[config.mk]
export PLATFORM = sky130hd
export DESIGN_NAME = bmi_queue
export DESIGN_NICKNAME = d
export VERILOG_FILES = /design/src/bmi_pkg.sv /design/src/bmi_queue.sv
export SDC_FILE = /design/constraint.sdc
export NUM_CORES = 1
export LEC_CHECK = 0
export BUFFER_PORTS_ARGS = -buffer_cell sky130_fd_sc_hd__buf_2
export CAP_MARGIN = 10
export CELL_PAD_IN_SITES_DETAIL_PLACEMENT = 1
export CELL_PAD_IN_SITES_GLOBAL_PLACEMENT = 2
export CORE_MARGIN = 5
export CORE_UTILIZATION = 30
export DETAILED_ROUTE_END_ITERATION = 6
export PLACE_DENSITY = 0.63
export RECOVER_POWER = 100
export SLEW_MARGIN = 20
export SYNTH_ARGS = -nofsm -noshare
export SYNTH_HDL_FRONTEND = slang
export SYNTH_SLANG_ARGS = --single-unit
[constraint.sdc]
create_clock -name clk -period 6.71 [get_ports clk]
set_clock_uncertainty 0.05 [all_clocks]
set_input_delay 0.3355 -clock clk [delete_from_list [all_inputs] [get_ports clk]]
set_output_delay 0.3355 -clock clk [all_outputs]
set_load 0.05 [all_outputs]
[src/bmi_pkg.sv]
`timescale 1ns / 1ps
`default_nettype none
package bmi_pkg;
  localparam int TableDepth = 1024;
  localparam int AddrW = $clog2(TableDepth);
  localparam int CntW = 11;
  localparam int GenW = 32;
  localparam int PhyW = 31;
  localparam int QueueDepth = 2;

  localparam logic FUNC_LOAD = 1'b0;
  localparam logic FUNC_QUERY = 1'b1;

  typedef struct packed {
    logic [AddrW-1:0] addr;
    logic [GenW-1:0] gen;
    logic [PhyW-1:0] phy;
  } load_t;

  typedef struct packed {
    logic [GenW-1:0] q;
  } query_t;
endpackage
`default_nettype wire

[src/bmi_queue.sv]
`timescale 1ns / 1ps
`default_nettype none
module bmi_queue import bmi_pkg::*; (
  input  wire logic clk,
  input  wire logic rst,
  input  wire logic push,
  input  query_t    din,
  output logic      full,
  output logic      nonempty,
  input  wire logic pop,
  output query_t    dout
);
  localparam int PW = $clog2(QueueDepth);
  query_t buf_q [QueueDepth];
  logic [PW-1:0] wp, rp;
  logic [PW:0] cnt;
  assign full = (cnt == (PW+1)'(QueueDepth));
  assign nonempty = (cnt != '0);
  assign dout = buf_q[rp];
  always_ff @(posedge clk) begin
    if (push) buf_q[wp] <= din;
    if (rst) begin
      wp <= '0; rp <= '0; cnt <= '0;
    end else begin
      if (push) wp <= wp + 1'b1;
      if (pop) rp <= rp + 1'b1;
      cnt <= cnt + (PW+1)'(push) - (PW+1)'(pop);
    end
  end
endmodule
`default_nettype wire

After elaboration in Yosys (flattened, before gate mapping)

Memory sizes are Yosys's and may differ from the RTL's. A register that Yosys moved wholly into a read port is not among the register bits.
Cells that the tools add are included.

Word-level logic and storage cells: 14
Bits in writable memories: 64
Register bits after elaboration: 4
Memories: 1

Add/subtract/negate cells: 4
Reductions and logical operators: 1
Equality and inequality tests: 1
Muxes and demuxes: 4

Memory list:

| memory | depth | bits a word | read ports | clocked after Yosys merged registers in | wr ports | line            | source |
|---|---|---|---|---|---|---|---|
| buf_q  | 2     | 32          | 1          | 1                                       | 1        | bmi_queue.sv:14 | `query_t buf_q [QueueDepth];` |

Operators by type and width:

| kind                                 | number |
|---|---|
| 2-to-1 mux 1 bit                     | 4 |
| adder 1 bit, second input constant   | 2 |
| adder 2 x 1 -> 2 bit                 | 1 |
| == test 2 bit, second input constant | 1 |
| nonzero test 2 bit                   | 1 |
| subtractor 2 x 1 -> 2 bit            | 1 |

Depth between registers and ports, before layout

Gate-level depths: netlist of run 1.

Depth after elaboration: 3
Gate-level depth with buffers: 6
Gate-level depth less buffers: 6

Worst setup path before layout of run 1

No wires, ideal clock.

Path type: input port to flip-flop
From: in push
To: mem buf_q[0][0] (netlist name) (enable)
Stages on the path: 1
Slack: 4.452 ns
Data arrival time: 1.783 ns
Path through: nor2b_1

Longest elaborated chain between the ends: 2

Ends and longest elaborated chain:

| element                                | line            | source |
|---|---|---|
| start: declaration                     | bmi_queue.sv:6  | `input wire logic push,` |
| 2-to-1 mux 1 bit                       | bmi_queue.sv:21 | `if (push) buf_q[wp] <= din;` |
| 2-to-1 mux 1 bit (not written as such) | bmi_queue.sv:21 |  |
| end: declaration                       | bmi_queue.sv:14 |  |

No other way between the ends.

Worst setup path in the final report of run 1

From: reg wp
To: mem buf_q[0][2] (netlist name) (enable)

RTL lines:

| element                  | line            | source |
|---|---|---|
| start: declaration       | bmi_queue.sv:15 | `logic [PW-1:0] wp, rp;` |
| start signal: assignment | bmi_queue.sv:25 | `if (push) wp <= wp + 1'b1;` |

Straight into the memory's write port.

==> flow_metrics.tcl, run 1 <==
set metrics [dict create \
    dpl_cell_area_um2 3100 \
    cts.repair.resized 0 \
    min_period_over_period_pct 44.9 \
    violations "max-capacitance violations, max-slew violations" \
    drt-total-wl_um 4760 \
    period_needed_ns 3.01 \
    numCtsBuffers 9 \
    p_sw_share_pct 26.2 \
    viasPerCell 4.24 \
    synth_top_family_by_area "multiplexers" \
    synthMuxAreaShare_pct 17.6 \
    num_vias 1314 \
    cts_tree "yes" \
    relSlewSlack_pct -95.9 \
    rsz0062_at_grt "no" \
    grt_pass1_vias 1527 \
    hold_viol_final 0 \
    setup_violations 0 \
    die_area_um2 10900 \
    crit_family "simple AND/OR/NAND/NOR gates" \
    gr-total-overflow 0 \
    arrival_ns 2.84 \
    synthXorXnorAreaFrac_pct 1.49 \
    initial_core_util_pct 30.8 \
    clock.fmax_ghz 0.332 \
    worstMarginPinSlew_ns 2.93 \
    p_leak_nw 1.15 \
    vdd_drop_max_v 0.000113 \
    final_cell_mix "64 x edfxtp_1, 41 x buf_2, 29 x mux2_1" \
    io_pins 70 \
    clock_path_buffers 2 \
    power_frac_seq_pct 46.7 \
    r2r_slack_ns 3.70 \
    worst-path-buf-inv 0 \
    antenna_found_initial 0 \
    synth_adder_area_share_pct 0.932 \
    area_growth_pct 19.5 \
    worstPathRequired_ns 6.54 \
    gp_congestion 0.635 \
    critical_path.endpoint "buf_q[0][2]" \
    critical-path-max-stage-delay_ns 2.17 \
    cp_max_fo 32 \
    placement.io_buffers 69 \
    grt_pass1_wl_um 7460 \
    comb_power_share_pct 15.6 \
    clock_power_share_pct 37.6 \
    htreeDepth 3 \
    die_x_um 105 \
    firstDrtPassIters 4 \
    min_path_type "in2reg" \
    syn-cell-area_um2 2690 \
    yosys_warnings 0 \
    syn_nets 159 \
    worstSkewPairLatency_ns 0.33 \
    tns_ns 0 \
    layout_commonest_cell "edfxtp_1" \
    final_layout_size_suffix_gt1_share_pct 30.2 \
    timing.rr.start "wp" \
    synth_compound_area_share_pct 0 \
    cts.sinks 69 \
    synth.avg_cell_area_um2 22.2 \
    worstSetupPathType "reg2reg" \
    core_area_um2 8720 \
    ant_nets 0 \
    drc 0 \
    synth_cell_types 14 \
    status "complete, but fails checks" \
    r2r-end "buf_q[0][2]" \
    yosysSeqAreaShare_pct 75.3 \
    ctsRootBufferMaster "clkbuf_8" \
    grt_util_all_layers_pct 8.90 \
    dpl.hpwl_um 3170 \
    cp-end-kind "flop" \
    die-height_um 105 \
    ys_ff_latch 69 \
    stdcell_area_um2 3210 \
    drv_slew 99 \
    wire_per_inst_um 15.3 \
    syn-instance-count 121 \
    path_depth 1 \
    hold_buffers 0 \
    drt_iter0_markers 28 \
    reg2reg_depth 1 \
    netSwitchingPower_w 0.000291 \
    synthSimpleGateAreaFrac_pct 1.72 \
    crit_chain "nor2b_1" \
    cts.clk_slew.worst_paths_ns 0.08 \
    crit_slowest_cell "nor2b_1" \
    powerDensity_nw_per_um2 346 \
    cp-start-kind "flop" \
    cp-startpoint "wp" \
    cap_violations 3 \
    grt_max_degree 33 \
    power.internal_w 0.000818 \
    nets 235 \
    fp-row-count 34 \
    antenna_cells 0 \
    post-cts-setup-buffers 0 \
]
==> registers in the layout, summed over array words and instances, names as in the netlist, named ones only <==
signal / cells
buf_q: 64
rp: 1
cnt: 2
wp: 1
==> Yosys cell counts <==
library cell / number / area (um2)
and2_1: 1 / 6.26
dfxtp_1: 5 / 100
buf_6: 1 / 11.3
xnor2_1: 2 / 17.5
nor2b_1: 3 / 18.8
nor2_1: 4 / 15.0
mux2_2: 2 / 22.5
edfxtp_1: 64 / 1920
mux2_4: 30 / 450
xnor3_1: 1 / 22.5
inv_1: 2 / 7.51
or2_2: 1 / 6.26
buf_12: 3 / 60.1
ha_1: 2 / 25.0
==> worst min-delay path by stage <==
| stage | to | start | depth (start not counted) | slack [ns] |
|---|---|---|---|---|
| finish | buf_q[0][9] | din[9] | 1 | 0.13 |
| global route | buf_q[1][9] | din[9] | 1 | 0.11 |
| CTS | buf_q[0][9] | din[9] | 1 | 0.12 |
| detailed placement | flop | rp | 2 | 0.46 |
| global placement | flop | rp | 2 | 0.45 |
| floorplan | cnt[0] | rst | 1 | 0.36 |
==> layout make-up <==
type                            instances  area (um2)
Multi-Input combinational cell         46         475
Tap cell                              108         135
Sequential cell                        69        2020
Inverter                                2        7.51
Fill cell                             900        5510
Timing Repair Buffer                   69         310
Clock buffer                           11         151
Clock inverter                          5         106
==> stage by stage <==
stage / cells / setup WS (ns) / hold WS, ns / util [%] / power, W
after floorplan: 121 / 4.45 / 0.357 / - / 0.000688
after global placement: 294 / 4.62 / 0.451 / 35.6 / 0.000726
after detailed placement: 294 / 4.59 / 0.460 / 35.6 / 0.000730
after CTS: 310 / 4.21 / 0.116 / 38.6 / 0.00115
after global routing: 310 / 3.33 / 0.114 / 36.8 / 0.00115
final: 310 / 3.70 / 0.132 / 36.8 / 0.00111
==> power by group through the flow <==
stage	logic, W	registers [W]	clock network, W
5_1_grt	0.000184	0.000522	0.000446
2_1_floorplan	0.000170	0.000518	0
6_report	0.000173	0.000518	0.000417
3_5_place_dp	0.000198	0.000532	0
3_3_place_gp	0.000196	0.000530	0
4_1_cts	0.000198	0.000522	0.000428
==> per-layer routing <==
metal  wire length, um  track usage (%)
met2              2510             15.7
met3               241             3.08
met4               108             5.21
met5                 0                0
met1              1900             9.11
==> logic make-up (layout without fill, tap and decap cells) <==
family,count (synthesis),in the layout
AND/OR/NAND/NOR,9,9
multiplexers,32,32
buffers and inverters,6,87
adder cells (fa/ha/maj),2,2
flip-flops,69,69
XOR/XNOR,3,3
No activity file was read; power rests on OpenSTA's default activity.
==> run 2, diff against run 1 <==
PLACE_DENSITY = 0.66   (was 0.63)
clock period = 2.45 ns   (was 6.71 ns; I/O delays follow)
==> run 2 against run 1 <==
Net effect:
- the flow now finishes without violations
- final cell count increased by 12%
- worst hold slack got worse by 0.10 ns
- critical path depth increased by 2
- die area unchanged
==> flow_metrics.tcl, run 2 (synthesis results as in run 1) <==
set metrics [dict create \
    status "complete, no violations" \
    timing.rr.start "wp" \
    postLayoutCoreUtil_pct 41.5 \
    antenna_found_initial 0 \
    placement.io_buffers 69 \
    cts_tree "yes" \
    finalPower_w 0.00298 \
    fp-row-count 34 \
    tns_ns 0 \
    arrival_ns 1.96 \
    initial_core_util_pct 30.8 \
    critical-path-max-stage-delay_ns 0.58 \
    io_pins 70 \
    drt_iter0_markers 43 \
    num_vias 1434 \
    reg2reg_depth 2 \
    post-cts-setup-buffers 0 \
    min_period_over_period_pct 87.1 \
    cts.clk_slew.worst_paths_ns 0.07 \
    clock_path_buffers 2 \
    die-height_um 105 \
    grt_util_all_layers_pct 10.3 \
    multi_input_area_um2 584 \
    r2r-end "buf_q[1][2]" \
    gr-total-overflow 0 \
    crit_chain "clkbuf_2, mux2_4, clkbuf_2" \
    cap_violations 0 \
    power_frac_seq_pct 47.3 \
    cp-start-kind "flop" \
    area_growth_pct 34.7 \
    crit_family "buffers and inverters" \
    relSlewSlack_pct 32.8 \
    worstPathRequired_ns 2.28 \
    cts.sinks 69 \
    nets 272 \
    ant_nets 0 \
    seq_area_um2 2020 \
    hold_path_depth 3 \
    power.internal_w 0.00215 \
    htreeDepth 3 \
    die_x_um 105 \
    hold_viol_final 0 \
    antenna_cells 0 \
    gp_congestion 0.631 \
    clock.fmax_ghz 0.468 \
    clock_power_share_pct 33.1 \
    worst_path_most_repeated_cell "clkbuf_2" \
    viasPerCell 4.13 \
    hold_start "push" \
    largest_reg_flops 64 \
    powerDensity_nw_per_um2 824 \
    worstMarginPinSlew_ns 1.01 \
    layout_commonest_cell "edfxtp_1" \
    worstSetupPathType "reg2out" \
    final_cell_mix "64 x edfxtp_1, 38 x clkbuf_1, 33 x dlygate4sd3_1" \
    top_register "buf_q" \
    comb_power_share_pct 19.6 \
    final_layout_size_suffix_gt1_share_pct 35.6 \
    r2r_slack_ns 0.40 \
    cp_max_fo 13 \
    p_leak_nw 1.37 \
    crit_slowest_cell "dfxtp_2" \
    p_sw_share_pct 27.6 \
    dpl.hpwl_um 3680 \
    grt_pass1_vias 1646 \
    fillers 902 \
    fin_ws_ns 0.315 \
    drv_slew 0 \
    period_needed_ns 2.14 \
    vdd_drop_max_v 0.000305 \
    worstSkewPairLatency_ns 0.33 \
    drt-total-wl_um 5230 \
    ctsRootBufferMaster "clkbuf_8" \
    cp-end-kind "output pin" \
    worst-path-buf-inv 2 \
    grt_pass1_wl_um 8560 \
    wire_per_inst_um 15.1 \
    min_path_type "in2reg" \
    setup_violations 0 \
    rsz0062_at_grt "no" \
    numCtsBuffers 9 \
    core_area_um2 8720 \
    reg_top3 "buf_q x64, cnt x2" \
    netSwitchingPower_w 0.000823 \
    grt_max_degree 23 \
    firstDrtPassIters 4 \
    whs_endpoint "wp" \
    path_depth 3 \
    drc 0 \
    pre_cts_slack_ns 0.813 \
    die_area_um2 10900 \
]
## run 2: area by class of cell
cell class                      instances  share of cell area (%)
Clock inverter                          6                    2.39
Sequential cell                        69                    56.0
Tap cell                              108                    3.74
Timing Repair Buffer                  106                    18.0
Multi-Input combinational cell         46                    16.2
Clock buffer                           10                    3.53
Inverter                                2                   0.208
## run 2: worst register-to-register path: cells and delay by family, from the launching register on
kind	cells	cell delay, ns
buffers and inverters	1	0.62
DFF	1	0.37
and+or+nand+nor	1	0.65
## run 2: worst max path at each step
stage | slack, ns | to | startpoint
floorplan | 0.21 | buf_q[0][0] | wp
global placement | 0.86 | dout[30] | flop
detailed placement | 0.81 | dout[18] | flop
CTS | 0.44 | dout[18] | flop
global route | 0.19 | buf_q[1][2] | wp
finish | 0.31 | dout[18] | flop
## run 2: metrics by stage
step	area [um2]	hold WS, ns	std cells
after global routing	3620	0.0532	347
after detailed placement	3130	0.265	298
after CTS	3680	0.0245	347
after global placement	3130	0.260	298
final	3620	0.0303	347
after floorplan	2690	0.144	121
## run 2: layer usage
metal	global-route usage, %	vias to the layer above	part of all wire (%)
met3	4.13	9	6.4
met5	0	-	0
met1	11.7	691	41
met4	5.21	0	2.0
met2	16.9	47	51
li1	-	687	-
## run 2: repair_timing
item,CTS,global route
resized for setup,0,0
hold buffers,33,0
endpoints found under the hold margin,69,0
## run 2: power groups by stage
stage / Sequential [W] / Clock, W / Combinational (W)
floorplan: 0.00142 / 0 / 0.000465
global placement: 0.00143 / 0 / 0.000560
detailed placement: 0.00144 / 0 / 0.000568
CTS: 0.00141 / 0.00102 / 0.000610
global route: 0.00142 / 0.00109 / 0.000621
finish: 0.00141 / 0.000987 / 0.000583
